## src/rtl/pcrq_pkg.sv

```systemverilog
package pcrq_pkg;

  // Field widths fixed by the stream format.
  localparam int SAMPLE_W  = 32;
  localparam int ENTRY_W   = 8;
  localparam int QUANT_W   = 33;
  localparam int CHAN_W    = 8;
  localparam int DIM_W     = 16;
  localparam int NCH_W     = 9;
  localparam int SHIFT_W   = 6;
  localparam int PROD_W    = 64;
  localparam int CFG_IDX_W = 3;
  localparam int CFG_DAT_W = 16;

  // Item kinds carried in tuser.
  localparam logic OP_SAMPLE      = 1'b0;
  localparam logic OP_SCALE_WRITE = 1'b1;

  // Configuration register indexes.
  localparam logic [CFG_IDX_W-1:0] CFG_NUM_CHANNELS = 3'd0;
  localparam logic [CFG_IDX_W-1:0] CFG_PLANE_HEIGHT = 3'd1;
  localparam logic [CFG_IDX_W-1:0] CFG_PLANE_WIDTH  = 3'd2;
  localparam logic [CFG_IDX_W-1:0] CFG_BATCH_IMAGES = 3'd3;
  localparam logic [CFG_IDX_W-1:0] CFG_FRAC_BITS    = 3'd4;
  localparam logic [CFG_IDX_W-1:0] CFG_OUT_BITS     = 3'd5;
  localparam logic [CFG_IDX_W-1:0] CFG_OUT_UNSIGNED = 3'd6;

  // Output format settings that the arithmetic pipeline needs.
  typedef struct packed {
    logic [SHIFT_W-1:0] frac_bits;
    logic [SHIFT_W-1:0] out_bits;
    logic               out_unsigned;
  } fmt_t;

  // Side information that travels with each sample.
  typedef struct packed {
    logic [CHAN_W-1:0] channel;
    logic              last;
  } tag_t;

endpackage

```

## src/rtl/pcrq_datapath.sv

```systemverilog
module pcrq_datapath (
  input  logic                           clk,
  input  logic                           rst_n,
  input  logic                           s_valid,
  output logic                           s_ready,
  input  logic signed [pcrq_pkg::SAMPLE_W-1:0] s_sample,
  input  logic signed [pcrq_pkg::SAMPLE_W-1:0] s_scale,
  input  pcrq_pkg::tag_t                 s_tag,
  input  pcrq_pkg::fmt_t                 fmt,
  output logic                           m_valid,
  input  logic                           m_ready,
  output logic [pcrq_pkg::QUANT_W-1:0]   m_quantized,
  output pcrq_pkg::tag_t                 m_tag
);
  import pcrq_pkg::*;

  logic                     va_r, vb_r, vc_r, vd_r;
  logic                     ld_a, ld_b, ld_c, ld_d;
  logic signed [PROD_W-1:0] prod_r, sum_r, shifted_r;
  logic signed [PROD_W-1:0] sum_nxt, lo, hi;
  logic        [PROD_W-1:0] rnd;
  logic        [SHIFT_W-1:0] obits;
  logic [QUANT_W-1:0]       quant_r, quant_nxt;
  tag_t                     tag_a_r, tag_b_r, tag_c_r, tag_d_r;

  // Each stage refills whenever it is empty or its successor moves, so
  // bubbles collapse while the output is stalled.
  assign ld_d    = !vd_r || m_ready;
  assign ld_c    = !vc_r || ld_d;
  assign ld_b    = !vb_r || ld_c;
  assign ld_a    = !va_r || ld_b;
  assign s_ready = ld_a;

  always_comb begin
    if (fmt.frac_bits == '0) begin
      rnd = '0;
    end else begin
      rnd = PROD_W'(1) << (fmt.frac_bits - SHIFT_W'(1));
    end
    sum_nxt = prod_r + $signed(rnd);
  end

  always_comb begin
    if (fmt.out_bits == '0) begin
      obits = SHIFT_W'(1);
    end else if (fmt.out_bits > SHIFT_W'(32)) begin
      obits = SHIFT_W'(32);
    end else begin
      obits = fmt.out_bits;
    end
    if (fmt.out_unsigned) begin
      lo = '0;
      hi = $signed((PROD_W'(1) << obits) - PROD_W'(1));
    end else begin
      lo = -$signed(PROD_W'(1) << (obits - SHIFT_W'(1)));
      hi = $signed((PROD_W'(1) << (obits - SHIFT_W'(1))) - PROD_W'(1));
    end
    if (shifted_r < lo) begin
      quant_nxt = lo[QUANT_W-1:0];
    end else if (shifted_r > hi) begin
      quant_nxt = hi[QUANT_W-1:0];
    end else begin
      quant_nxt = shifted_r[QUANT_W-1:0];
    end
  end

  always_ff @(posedge clk) begin
    if (!rst_n) begin
      va_r <= 1'b0;
      vb_r <= 1'b0;
      vc_r <= 1'b0;
      vd_r <= 1'b0;
    end else begin
      if (ld_a) begin
        va_r <= s_valid;
      end
      if (ld_b) begin
        vb_r <= va_r;
      end
      if (ld_c) begin
        vc_r <= vb_r;
      end
      if (ld_d) begin
        vd_r <= vc_r;
      end
    end
  end

  always_ff @(posedge clk) begin
    if (ld_a) begin
      prod_r  <= PROD_W'(s_sample) * PROD_W'(s_scale);
      tag_a_r <= s_tag;
    end
    if (ld_b) begin
      sum_r   <= sum_nxt;
      tag_b_r <= tag_a_r;
    end
    if (ld_c) begin
      shifted_r <= sum_r >>> fmt.frac_bits;
      tag_c_r   <= tag_b_r;
    end
    if (ld_d) begin
      quant_r <= quant_nxt;
      tag_d_r <= tag_c_r;
    end
  end

  assign m_valid     = vd_r;
  assign m_quantized = quant_r;
  assign m_tag       = tag_d_r;

endmodule

```

## config.mk

```make
export PLATFORM = sky130hd
export DESIGN_NAME = pcrq_datapath
export DESIGN_NICKNAME = d
export VERILOG_FILES = /design/src/rtl/pcrq_pkg.sv /design/src/rtl/pcrq_datapath.sv
export SDC_FILE = /design/constraint.sdc
export NUM_CORES = 2
export LEC_CHECK = 0
export ABC_CLOCK_PERIOD_IN_PS = 10200
export BUFFER_PORTS_ARGS = -buffer_cell sky130_fd_sc_hd__buf_2
export CORE_UTILIZATION = 49
export CTS_BUF_LIST = sky130_fd_sc_hd__clkbuf_4 sky130_fd_sc_hd__clkbuf_8 sky130_fd_sc_hd__clkbuf_16
export DETAILED_ROUTE_END_ITERATION = 6
export PLACE_DENSITY = 0.66
export RECOVER_POWER = 50
export SETUP_SLACK_MARGIN = 0.5
export SLEW_MARGIN = 20
export SYNTH_ARGS = -nofsm -noshare
export SYNTH_HDL_FRONTEND = slang
export SYNTH_SLANG_ARGS = --single-unit
```

## constraint.sdc

```tcl
create_clock -name clk -period 10.2 [get_ports clk]
set_input_delay 1.53 -clock clk [delete_from_list [all_inputs] [get_ports clk]]
set_output_delay 1.53 -clock clk [all_outputs]
set_load 0.01 [all_outputs]
```

Yosys cells after proc, flatten, opt, wreduce, memory -nomap -nowiden
Cells that the tools add are included.
{ "totals": {"in_bits": 90, "output_inout_bits": 44, "reg_bits": 265} }
{ "op_classes": {"addsub": 6, "mux": 7, "magnitude_cmp": 3, "reduce_logical": 10, "n_mul": 1, "n_shift": 4} }
{ "op_table": {"columns": ["op", "n"], "rows": [
  ["64-bit 2-to-1 mux", 3],
  ["1-bit by 6-bit left shift with 64-bit output, first input constant", 3],
  ["64-bit by 2-bit subtractor with 64-bit output, second input constant", 2],
  ["33-bit 2-to-1 mux", 2],
  ["64-bit adder", 1],
  ["64-bit > comparator", 1],
  ["64-bit < comparator", 1],
  ["32-bit by 32-bit multiplier with 64-bit output", 1],
  ["64-bit negation", 1],
  ["64-bit by 6-bit >>> shifter with 64-bit output", 1],
  ["6-bit logical NOT", 2],
  ["6-bit 2-to-1 mux", 2],
  ["6-bit by 1-bit subtractor with 6-bit output, second input constant", 2],
  ["6-bit > comparator, second input constant", 1],
  ["1-bit logical NOT", 4],
  ["1-bit logical OR", 4]
]} }

Longest topological paths before layout
{ "depth": {"ltp_word": 10, "mapped_depth": 32, "ltp_nobuf": 30} }

Least setup slack after synthesis
No wires, ideal clock.
{ "synth_path": {"path_kind": "in2reg", "from": "in s_scale[2] (netlist name)", "to": "reg prod_r[60] (data pin)", "path_buffers": 2, "arrival_ns": 8.954, "setup_slack_ns": 0.977, "cell_stages": 30, "setup_time_ns": 0.269, "cell_sequence": "clkbuf_1 > nand2_1 > inv_1 > fa_1 > fa_1 > fa_1 > inv_1 > fa_1 > inv_1 > fa_1 > inv_1 > fa_1 > inv_1 > fa_1 > inv_1 > fa_1 > inv_1 > ha_1 > clkbuf_1 > a21o_1 > a21o_1 > a221oi_1 > o21ai_0 > or3b_1 > a41o_1 > a31oi_1 > o31a_1 > a21oi_1 > a41oi_1 > nand4_1"} }
{ "synth_via": {"elab_chain_cells": 1} }
{ "synth_lines": {"columns": ["element", "line_no", "text"], "rows": [
  ["start, declared", "pcrq_datapath.sv:7", "input logic signed [pcrq_pkg::SAMPLE_W-1:0] s_scale,"],
  ["32-bit by 32-bit multiplier with 64-bit output", "pcrq_datapath.sv:91", "prod_r <= PROD_W'(s_sample) * PROD_W'(s_scale);"],
  ["end signal, assigned", "pcrq_datapath.sv:91", null],
  ["end, declared", "pcrq_datapath.sv:19", "logic signed [PROD_W-1:0] prod_r, sum_r, shifted_r;"]
]} }
No other way between the ends.
A chain may end at the register's enable or synchronous reset.

Worst setup path in the final report
{ "layout_path": {"from": "in s_scale[8] (netlist name)", "to": "reg prod_r[60] (data pin)"} }
Same word-level chain as after synthesis.

==> results.sh <==
export IMPL_endpoint_kind="flop"
export IMPL_antenna_found_initial=5
export IMPL_cts_root_buf="clkbuf_16"
export IMPL_crit_buf_inv=6
export IMPL_hold_violations=0
export IMPL_synthMuxAreaShare=0.0420
export IMPL_cp_slowest_cell="buf_2"
export IMPL_ioPinCount=134
export IMPL_cts_tree="done"
export IMPL_syn_cell_area_um2=57300
export IMPL_drtIter0Drc=3070
export IMPL_synth_fa_ha_area_frac=0.461
export IMPL_drive_gt1_frac=0.0573
export IMPL_synth_async_reset_ratio=0
export IMPL_grt_first_pass_wirelength_um=246000
export IMPL_synth_flop_cell="edfxtp_1"
export IMPL_slew_headroom=-1.55
export IMPL_cts_max_level=1
export IMPL_synth_top_family_by_area="adder cells"
export IMPL_core_area_um2=116000
export IMPL_die_y_um=344
export IMPL_die_w_um=344
export IMPL_fin_crit_sh=0.910
export IMPL_grt_pass1_vias=45200
export IMPL_synth_warnings=0
export IMPL_numPortBuffers=133
export IMPL_maxCapViolations=4
export IMPL_ant_nets=0
export IMPL_mostFrequentLayoutCell="inv_1"
export IMPL_slew_violations=252
export IMPL_worst_pin_slew_ns=3.83
export IMPL_grt_max_degree=83
export IMPL_fmax_mhz=108
export IMPL_synthToLayoutAreaGrowth_pct=5.22
export IMPL_synth_seq_cells=265
export IMPL_cts_sinks=265
export IMPL_critPathMaxFanout=32
export IMPL_cts_resized=0
export IMPL_violations="capacitance limit, slew limit"
export IMPL_cts_setup_buffers=0
export IMPL_start_util=0.494
export IMPL_clkLatencyLatePin_ns=0.59
export IMPL_synth_compound_area_frac=0.0850
export IMPL_clk_pin_slew_ns=0.07
export IMPL_setup_tns_final_ns=0
export IMPL_rsz0062_at_grt="no"
export IMPL_num_vias=43500
export IMPL_die_area_um2=118000
export IMPL_rows=125
export IMPL_final_cell_mix="inv_1, nand2_1, fa_1"
export IMPL_hold_buffers=0
export IMPL_slowest_delay_ns=0.59
export IMPL_path_common_cell="fa_1"
export IMPL_synth_xor_area_frac=0.0217
export IMPL_crit_type="primary input to flop"
export IMPL_n_fill_cell=10900
export IMPL_wl_per_cell_um=19.6
export IMPL_track_usage=0.263
export IMPL_gp_congestion=0.950
export IMPL_numCtsBuffers=27
export IMPL_start_kind="primary input"
export IMPL_dp_hpwl_um=127000
export IMPL_vias_per_cell=5.57
export IMPL_hold_path_class="flop to flop"
export IMPL_setup_viol=0
export IMPL_grt_overflow=0
export IMPL_num_nets_final=7814
export IMPL_yosys_area_share_simple=0.151
export IMPL_synthCells=6319
export IMPL_drc_errors=0
export IMPL_critPathTopFamily="adder cells"
export IMPL_status="finished, violations left"
export IMPL_wirelength_um=153000
export IMPL_crit_required_ns=10.53
export IMPL_clock_skew_ns=0.0198
export IMPL_synth_cell_types=89
export IMPL_min_period_ns=9.28
export IMPL_cts_buffer_depth=3
export IMPL_ys_seq_area_frac=0.138
export IMPL_syn_area_per_cell_um2=9.07
export IMPL_synth_edf_count=261
export IMPL_arrival_ns=9.61
export IMPL_dr_pass1_iters=6
-- cell type report --
| type | instances | area, um^2 | area share |
|---|---|---|---|
| diodes | 2 | 5.00 | 0.0000829 |
| clock buffers | 31 | 712 | 0.0118 |
| clock inverters | 18 | 126 | 0.00209 |
| inverters | 1198 | 4500 | 0.0745 |
| multi-input cells | 4523 | 43700 | 0.724 |
| flip-flops and latches | 265 | 7920 | 0.131 |
| well taps | 1524 | 1910 | 0.0316 |
| repair buffers | 248 | 1500 | 0.0248 |
-- Yosys cell counts (5+ instances only) --
| cell type | instances | share of area |
|---|---|---|
| a211oi_1 | 28 | 0.0037 |
| buf_1 | 26 | 0.0017 |
| o211ai_1 | 19 | 0.0025 |
| nor2b_1 | 34 | 0.0037 |
| o22ai_1 | 8 | 0.00087 |
| ha_1 | 378 | 0.082 |
| nand3_1 | 70 | 0.0061 |
| edfxtp_1 | 261 | 0.14 |
| or3_1 | 11 | 0.0012 |
| clkbuf_1 | 314 | 0.021 |
| nand4_1 | 43 | 0.0047 |
| o21a_1 | 22 | 0.0029 |
| mux2i_1 | 90 | 0.016 |
| a21oi_1 | 230 | 0.020 |
| mux4_2 | 45 | 0.018 |
| o31a_1 | 8 | 0.0012 |
| a21o_1 | 86 | 0.011 |
| fa_1 | 1083 | 0.38 |
| o21bai_1 | 27 | 0.0035 |
| mux2_2 | 43 | 0.0084 |
| o31ai_1 | 24 | 0.0031 |
| a31oi_1 | 34 | 0.0037 |
| and2_1 | 252 | 0.027 |
| nor4_1 | 8 | 0.00087 |
| xnor2_1 | 101 | 0.015 |
| a2111oi_0 | 5 | 0.00076 |
| inv_1 | 1194 | 0.078 |
| xor2_1 | 41 | 0.0063 |
| and3_1 | 23 | 0.0025 |
| or2_2 | 8 | 0.00087 |
| a21boi_0 | 6 | 0.00079 |
| nand2_1 | 1097 | 0.072 |
| o21ai_0 | 202 | 0.018 |
| nor2_1 | 270 | 0.018 |
| nand3b_1 | 5 | 0.00065 |
| o21ai_1 | 15 | 0.0013 |
| nor3_1 | 36 | 0.0031 |
| nand2b_1 | 62 | 0.0068 |
| buf_2 | 6 | 0.00052 |
-- logic make-up (layout without fill, tap and decap cells) --
logic type / after synthesis / count (layout)
XOR/XNOR: 142 / 142
flip-flops: 265 / 265
AO/OA/AOI/OAI: 784 / 784
AND/OR/NAND/NOR: 1941 / 1941
buffers and inverters: 1546 / 1495
adder cells (fa/ha/maj): 1461 / 1461
other: 1 / 18
multiplexers: 179 / 179
-- path summary, 6_finish.rpt --
| path | slack, ns | end | depth (start not counted) | start |
|---|---|---|---|---|
| max | 0.92 | prod_r[60] | 27 | s_scale[8] |
| min | 0.42 | m_tag[6] | 0 | tag_c_r[6] |
| max reg2reg | 5.88 | m_quantized[15] | 12 | shifted_r[9] |
| min reg2reg | 0.42 | m_tag[6] | 0 | tag_c_r[6] |
-- state kept, by name, indices dropped and copies added, names as in the netlist --
register	cells
m_valid	1
m_tag	9
va_r	1
sum_r	64
shifted_r	64
tag_a_r	9
tag_b_r	9
prod_r	64
m_quantized	33
vc_r	1
vb_r	1
tag_c_r	9
-- metal layers --
layer  part of all wire  up-vias  GRT usage
li1                   -    19600          -
met1               0.42    21900      0.352
met2               0.48     1632      0.448
met3              0.061      300     0.0270
met4              0.036        0     0.0878
met5                  0        -          0
-- stage by stage --
step / hold slack [ns] / util / setup slack [ns] / instance area, um^2 / instances
after floorplan: 0.400 / - / 0.977 / 57400 / 6334
after global placement: 0.400 / 0.513 / 0.436 / 59600 / 7758
after detailed placement: 0.405 / 0.513 / 0.376 / 59600 / 7758
after CTS: 0.419 / 0.521 / 1.02 / 60400 / 7807
after global routing: 0.423 / 0.520 / 0.551 / 60300 / 7809
final: 0.417 / 0.520 / 0.916 / 60300 / 7809
Power is not shown: default switching activity piles up to over one toggle a cycle in this logic, so the estimate is an artifact.
